==> src/sv/assert_macros.svh <==
// assertion macros for the rtl files
`ifndef ASSERT_MACROS_SVH
`define ASSERT_MACROS_SVH

// property checked on every clock edge outside reset
`define SIS_ASSERT(label, prop, msg) \
	label: assert property (@(posedge clk) disable iff (!arst_n) prop) else $error(msg);

// expression that must never be true outside reset
`define SIS_NEVER(label, expr, msg) \
	`SIS_ASSERT(label, !(expr), msg)

`endif

==> src/sv/sis_cmp.sv <==
// shared signed key comparator used for every insertion step
`timescale 1ns / 1ps
module sis_cmp (
	input  logic signed [63:0] stored_key,
	input  logic signed [63:0] new_key,
	output logic               stored_gt
);
	// strictly greater moves up, equal keys stay ahead
	assign stored_gt = (stored_key > new_key);
endmodule

==> config.mk <==
export PLATFORM = sky130hd
export DESIGN_NAME = sis_cmp
export DESIGN_NICKNAME = d
export VERILOG_FILES = /design/src/sv/assert_macros.svh /design/src/sv/sis_cmp.sv
export SDC_FILE = /design/constraint.sdc
export NUM_CORES = 1
export LEC_CHECK = 0
export BUFFER_PORTS_ARGS = -buffer_cell sky130_fd_sc_hd__buf_2
export CORE_MARGIN = 2
export CORE_UTILIZATION = 45
export DETAILED_ROUTE_END_ITERATION = 10
export MAX_ROUTING_LAYER = met4
export PLACE_DENSITY_LB_ADDON = 0.1
export SLEW_MARGIN = 5
export SYNTH_ARGS = -nofsm -noshare
export SYNTH_HDL_FRONTEND = slang
export SYNTH_SLANG_ARGS = --single-unit
export TNS_END_PERCENT = 30
==> constraint.sdc <==
create_clock -name vclk -period 7
set_input_delay 1.75 -clock vclk [all_inputs]
set_output_delay 1.75 -clock vclk [all_outputs]
set_load 0.02 [all_outputs]
==> impl_metrics.csv, run 1 <==
group,metric,value,unit
logic_synthesis,synth_top_area_cell,"ha_1",
sta,timing_hold_violations_final,0,
logic_synthesis,synth_area_per_cell,6.97,um^2
worst_setup_path,worst_path_max_delay_cell,"ha_1",
worst_setup_path,worstSetupEndpointType,"output pin",
power_and_ir_drop,power_density,50.3,mW/mm^2
power_and_ir_drop,ir_drop,0.0246,mV
grt,antenna_found_initial,0,
grt,grt_overflow,0,
placed_design,place.port_buffers,129,
route,drt_iter0_markers,16,
worst_setup_path,path_cells,"buf_2 -> inv_1 -> ha_1 -> nand4_2 -> nor4_2 -> nand3_1 -> nor2_2 -> o21ai_1 -> a31oi_1 -> buf_2",
worst_setup_path,critPathBufInv,3,
route,avgViaCountPerCell,4.68,
layout,nets,557,
logic_synthesis,synth_warnings,0,
route,ant_nets,0,
layout,clockBufferCount,0,
floorplan,fp.dieH,64.2,um
worst_setup_path,cp_common_cell,"buf_2",
worst_setup_path,start_kind,"input pin",
sta,drv_slew,0,
power_and_ir_drop,p_leak,0.00152,uW
sta,max-slew-margin-rel,82.1,%
sta,tightest_slew,0.266,ns
logic_synthesis,syn_inst,234,
worst_setup_path,criticalPathCategory,"in -> out",
logic_synthesis,synth_nets,426,
route,drc_errors,0,
grt,track_usage,19.8,%
layout,drive_gt1_share,36.9,%
logic_synthesis,synth_top_cell_area_share,49.1,%
route,drt-wirelength-per-cell,9.48,um
clock_tree,cts_hold_buffers,0,
sta,rsz0062_at_grt,"false",
power_and_ir_drop,p_total,117,uW
clock_tree,postCtsSetupBuffers,0,
logic_synthesis,yosys-top-cells-area,"ha_1 49%, inv_1 15%, a21oi_1 9.2%, nand2_1 4.4%, nand4_1 3.5%",
worst_setup_path,crit_fanout,4,
layout,register_area,0,um^2
placed_design,place.gp.congestion,0.816,
clock_tree,cts_resized,0,
layout,seq_cell_count,0,
sta,fmax,193,MHz
floorplan,dieArea,0.00412,mm^2
route,vias,1914,
worst_setup_path,required,5.25,ns
grt,grt_pass1_wl,6910,um
grt,grt_pass1_vias,1864,
grt,grt_max_degree,5,
worst_setup_path,cpPeakStageDelay,0.35,ns
hold_path,min_path_type,"in -> out",
status,status,"finished clean",
sta,setup_viol,0,
route,drt-total-wl,3880,um
floorplan,coreArea,0.00342,mm^2
sta,finalCriticalPeriod,5.19,ns
sta,post-route-period-util,74.1,%
floorplan,start_util,47.7,%
logic_synthesis,yosysUniqueCellTypes,25,
route,drt_pass1_iterations,3,
job,cap_viol_max_count,0,
placed_design,dp_hpwl,3760,um
floorplan,floorplan.rows,21,
sta,fin_setup_tns,0,ns
floorplan,fp.dieW,64.2,um
worst_setup_path,critPathTopFamily,"simple AND/OR/NAND/NOR gates",
layout,diodes,0,
floorplan,ios,129,
worst_setup_path,crit_arrival,3.44,ns
layout,area_growth,43.1,%
logic_synthesis,ys_seq_area_share,0,%
logic_synthesis,syn_area,0.00163,mm^2
-- tightest hold or removal path: cells and delay by family --
family	cells	cell delay, ns
buf+inv	2	0.23
fa+ha+maj	1	0.21
compound gates	2	0.20
-- power by group --
| part | switching, uW | total (uW) | leakage, uW | internal [uW] |
|---|---|---|---|---|
| Sequential | 0 | 0 | 0 | 0 |
| Clock | 0 | 0 | 0 | 0 |
| Combinational | 55.4 | 117 | 0.00152 | 62.0 |
-- cell usage after synthesis --
| library cell | n |
|---|---|
| nor2_1 | 7 |
| a221oi_1 | 1 |
| nand3b_1 | 1 |
| nor4_2 | 2 |
| nor2b_1 | 1 |
| nand4_2 | 2 |
| a21o_1 | 3 |
| a22oi_1 | 1 |
| nor2_2 | 1 |
| nand3_1 | 6 |
| nand4_1 | 9 |
| a22o_1 | 1 |
| nand2_1 | 19 |
| o211ai_1 | 3 |
| inv_1 | 65 |
| ha_1 | 64 |
| o21a_1 | 1 |
| and4_1 | 1 |
| o21ai_1 | 1 |
| nor3_1 | 2 |
| a2111o_1 | 1 |
| a21oi_1 | 30 |
| a31oi_1 | 1 |
| a211oi_1 | 3 |
| o21ai_0 | 8 |
-- cells in the final DEF (no fill, tap or decap) --
cell / Yosys / routed
nor2_2: 1 / 1
nand3b_1: 1 / 1
nand3_1: 6 / 6
nand4_2: 2 / 2
a22o_1: 1 / 1
nand4_1: 9 / 9
a21o_1: 3 / 3
a31oi_1: 1 / 1
nand2_1: 19 / 19
inv_1: 65 / 65
and4_1: 1 / 1
nor3_1: 2 / 2
a211oi_1: 3 / 3
o21ai_0: 8 / 8
buf_2: 0 / 129
a21oi_1: 30 / 30
ha_1: 64 / 64
a2111o_1: 1 / 1
nor2_1: 7 / 7
nor4_2: 2 / 2
a221oi_1: 1 / 1
o21a_1: 1 / 1
a22oi_1: 1 / 1
o21ai_1: 1 / 1
nor2b_1: 1 / 1
o211ai_1: 3 / 3
-- stage by stage --
step / util [%] / hold slack (ns) / instances / instance area [um^2] / setup slack [ns]
global route: 68.3 / 4.19 / 409 / 2330 / 1.62
detailed placement: 68.3 / 4.17 / 409 / 2330 / 1.78
finish: 68.3 / 4.15 / 409 / 2330 / 1.81
global placement: 68.3 / 4.14 / 409 / 2330 / 1.83
floorplan: - / 3.97 / 234 / 1630 / 1.96
CTS: 68.3 / 4.17 / 409 / 2330 / 1.77
-- worst paths after layout --
kind,from,to,slack [ns],cells past startpoint
hold / removal,stored_key[63],stored_gt,4.15,5
setup / recovery,new_key[63],stored_gt,1.81,10
-- cell families (layout without fill, tap and decap cells) --
| kind of cell | after synthesis | count (layout) | synth area share [%] |
|---|---|---|---|
| buffers and inverters | 65 | 194 | 15.0 |
| AO/OA/AOI/OAI | 54 | 54 | 19.2 |
| adder cells (fa/ha/maj) | 64 | 64 | 49.1 |
| AND/OR/NAND/NOR | 51 | 51 | 16.7 |
-- routing by layer --
layer / up-vias / part of all wire [%] / GRT usage, % / wire length, um
met4: 0 / 0.34 / 0.532 / 13
met5: - / 0 / - / 0
li1: 1069 / - / - / -
met2: 68 / 51 / 39.5 / 1960
met1: 775 / 42 / 22.5 / 1610
met3: 2 / 7.5 / 1.41 / 291
-- final cells by class --
| type | instances | area [um^2] |
|---|---|---|
| Inverter | 65 | 244 |
| Tap cell | 46 | 57.6 |
| Fill cell | 320 | 1080 |
| Multi-Input combinational cell | 169 | 1390 |
| Timing Repair Buffer | 129 | 646 |
Power figures use the tool's default switching activity.
==> inputs of run 2 (changes only) <==
--- a/config.mk
+++ b/config.mk
@@ -7,7 +7,7 @@
 export LEC_CHECK = 0
 export BUFFER_PORTS_ARGS = -buffer_cell sky130_fd_sc_hd__buf_2
 export CORE_MARGIN = 2
-export CORE_UTILIZATION = 45
+export CORE_UTILIZATION = 38
 export DETAILED_ROUTE_END_ITERATION = 10
 export MAX_ROUTING_LAYER = met4
 export PLACE_DENSITY_LB_ADDON = 0.1
==> constraint.sdc (replaced) <==
create_clock -name vclk -period 4.2
set_input_delay 1.05 -clock vclk [all_inputs]
set_output_delay 1.05 -clock vclk [all_outputs]
set_load 0.02 [all_outputs]
==> run 2 against run 1 <==
Cell count rose by 0.98%. Largest cell class unchanged. Count of clock-buffer cells in the layout did not move. Flip-flop and latch count did not move. Critical path type unchanged.
==> impl_metrics.csv, run 2 (synthesis gave the netlist of run 1 again) <==
group,metric,value,unit
grt,grt_max_degree,5,
floorplan,start_util,40.2,%
sta,rsz0062_at_grt,"false",
floorplan,fp.dieW,69.5,um
placed_design,place.gp.congestion,0.761,
grt,use_met3,0.872,%
grt,antenna_found_initial,0,
worst_setup_path,worst_path_max_delay_cell,"ha_1",
layout,drive_gt1_share,36.9,%
layout,diodes,0,
route,drc_errors,0,
layout,final_cell_mix,"129 x buf_2, 65 x inv_1, 64 x ha_1, 30 x a21oi_1, 19 x nand2_1",
placed_design,place.port_buffers,129,
clock_tree,postCtsSetupBuffers,0,
sta,finalCriticalPeriod,3.80,ns
grt,grt_overflow,0,
worst_setup_path,worstSetupEndpointType,"output pin",
sta,setup_ws,0.395,ns
placed_design,dpl_cell_area,0.00234,mm^2
sta,timing_hold_violations_final,0,
placed_design,post-place-ws,0.387,ns
layout,stdcell_area,0.00234,mm^2
power_and_ir_drop,power_density,83.8,mW/mm^2
route,vias,1914,
route,drt_pass1_iterations,4,
floorplan,fp.dieH,69.5,um
route,drt-wirelength-per-cell,9.47,um
route,drt-total-wl,3910,um
worst_setup_path,cpPeakStageDelay,0.34,ns
worst_setup_path,criticalPathCategory,"in -> out",
grt,gr-max-usage-layer,"met2",
route,avgViaCountPerCell,4.63,
route,ant_nets,0,
grt,grt_pass1_vias,1765,
worst_setup_path,crit_fanout,4,
layout,seq_cell_count,0,
layout,clockBufferCount,0,
layout,final_common_cell,"buf_2",
floorplan,dieArea,0.00483,mm^2
sta,drv_slew,0,
placed_design,dp_hpwl,3790,um
worst_setup_path,crit_arrival,2.75,ns
hold_path,min_path_type,"in -> out",
worst_setup_path,path_cells,"buf_2 -> inv_1 -> ha_1 -> nand4_2 -> nor4_2 -> nand3_1 -> nor2_2 -> o21ai_1 -> a31oi_1 -> buf_2",
clock_tree,cts_resized,0,
floorplan,ios,129,
layout,area_growth,43.4,%
grt,use_met1,21.3,%
grt,grt_pass1_wl,6800,um
grt,track_usage,16.2,%
power_and_ir_drop,p_total,196,uW
sta,holdWs,2.75,ns
power_and_ir_drop,ir_drop,0.0366,mV
sta,post-route-period-util,90.6,%
grt,gr-usage-met2,28.1,%
clock_tree,cts_hold_buffers,0,
power_and_ir_drop,p_leak,0.00152,uW
sta,tightest_slew,0.273,ns
layout,n_fill_cell,424,
layout,register_area,0,um^2
route,drt_iter0_markers,22,
layout,nets,557,
sta,setup_viol,0,
worst_setup_path,required,3.15,ns
floorplan,coreArea,0.00406,mm^2
worst_setup_path,start_kind,"input pin",
status,status,"finished clean",
sta,max-slew-margin-rel,81.6,%
sta,fin_setup_tns,0,ns
sta,fmax,263,MHz
job,cap_viol_max_count,0,
floorplan,floorplan.rows,23,
worst_setup_path,cp_common_cell,"buf_2",
run 2: cell type report:
type | count | area [um^2] | share of cell area (%)
timing repair buffer | 129 | 646 | 27.6
tap | 50 | 62.6 | 2.68
multi-input combinational | 169 | 1390 | 59.3
inverter | 65 | 244 | 10.4
run 2: critical path, delay by kind of cell:
family	cells	cell delay, ns
AOI/OAI and AO/OA	2	0.23
adders and majority gates	1	0.34
buffers and inverters	3	0.31
and+or+nand+nor	4	0.81
run 2: per-layer routing:
layer	wire (um)	part of all wire, %
met1	1760	45
met2	1830	47
met3	269	6.9
met4	48	1.2
met5	0	0
run 2: path summary, 6_finish.rpt:
check	depth (start not counted)	start	to
worst min-delay path	5	stored_key[63]	stored_gt
worst max-delay path	10	new_key[63]	stored_gt
run 2: stage by stage:
step / util (%) / cells
after global routing: 57.6 / 413
after global placement: 57.6 / 413
final: 57.6 / 413
after CTS: 57.6 / 413
after floorplan: - / 234
after detailed placement: 57.6 / 413
run 2: report_power, final:
| group | switching (uW) | internal, uW | total (uW) |
|---|---|---|---|
| logic | 92.4 | 104 | 196 |
| clock network | 0 | 0 | 0 |
| registers | 0 | 0 | 0 |
| total | 92.4 | 104 | 196 |
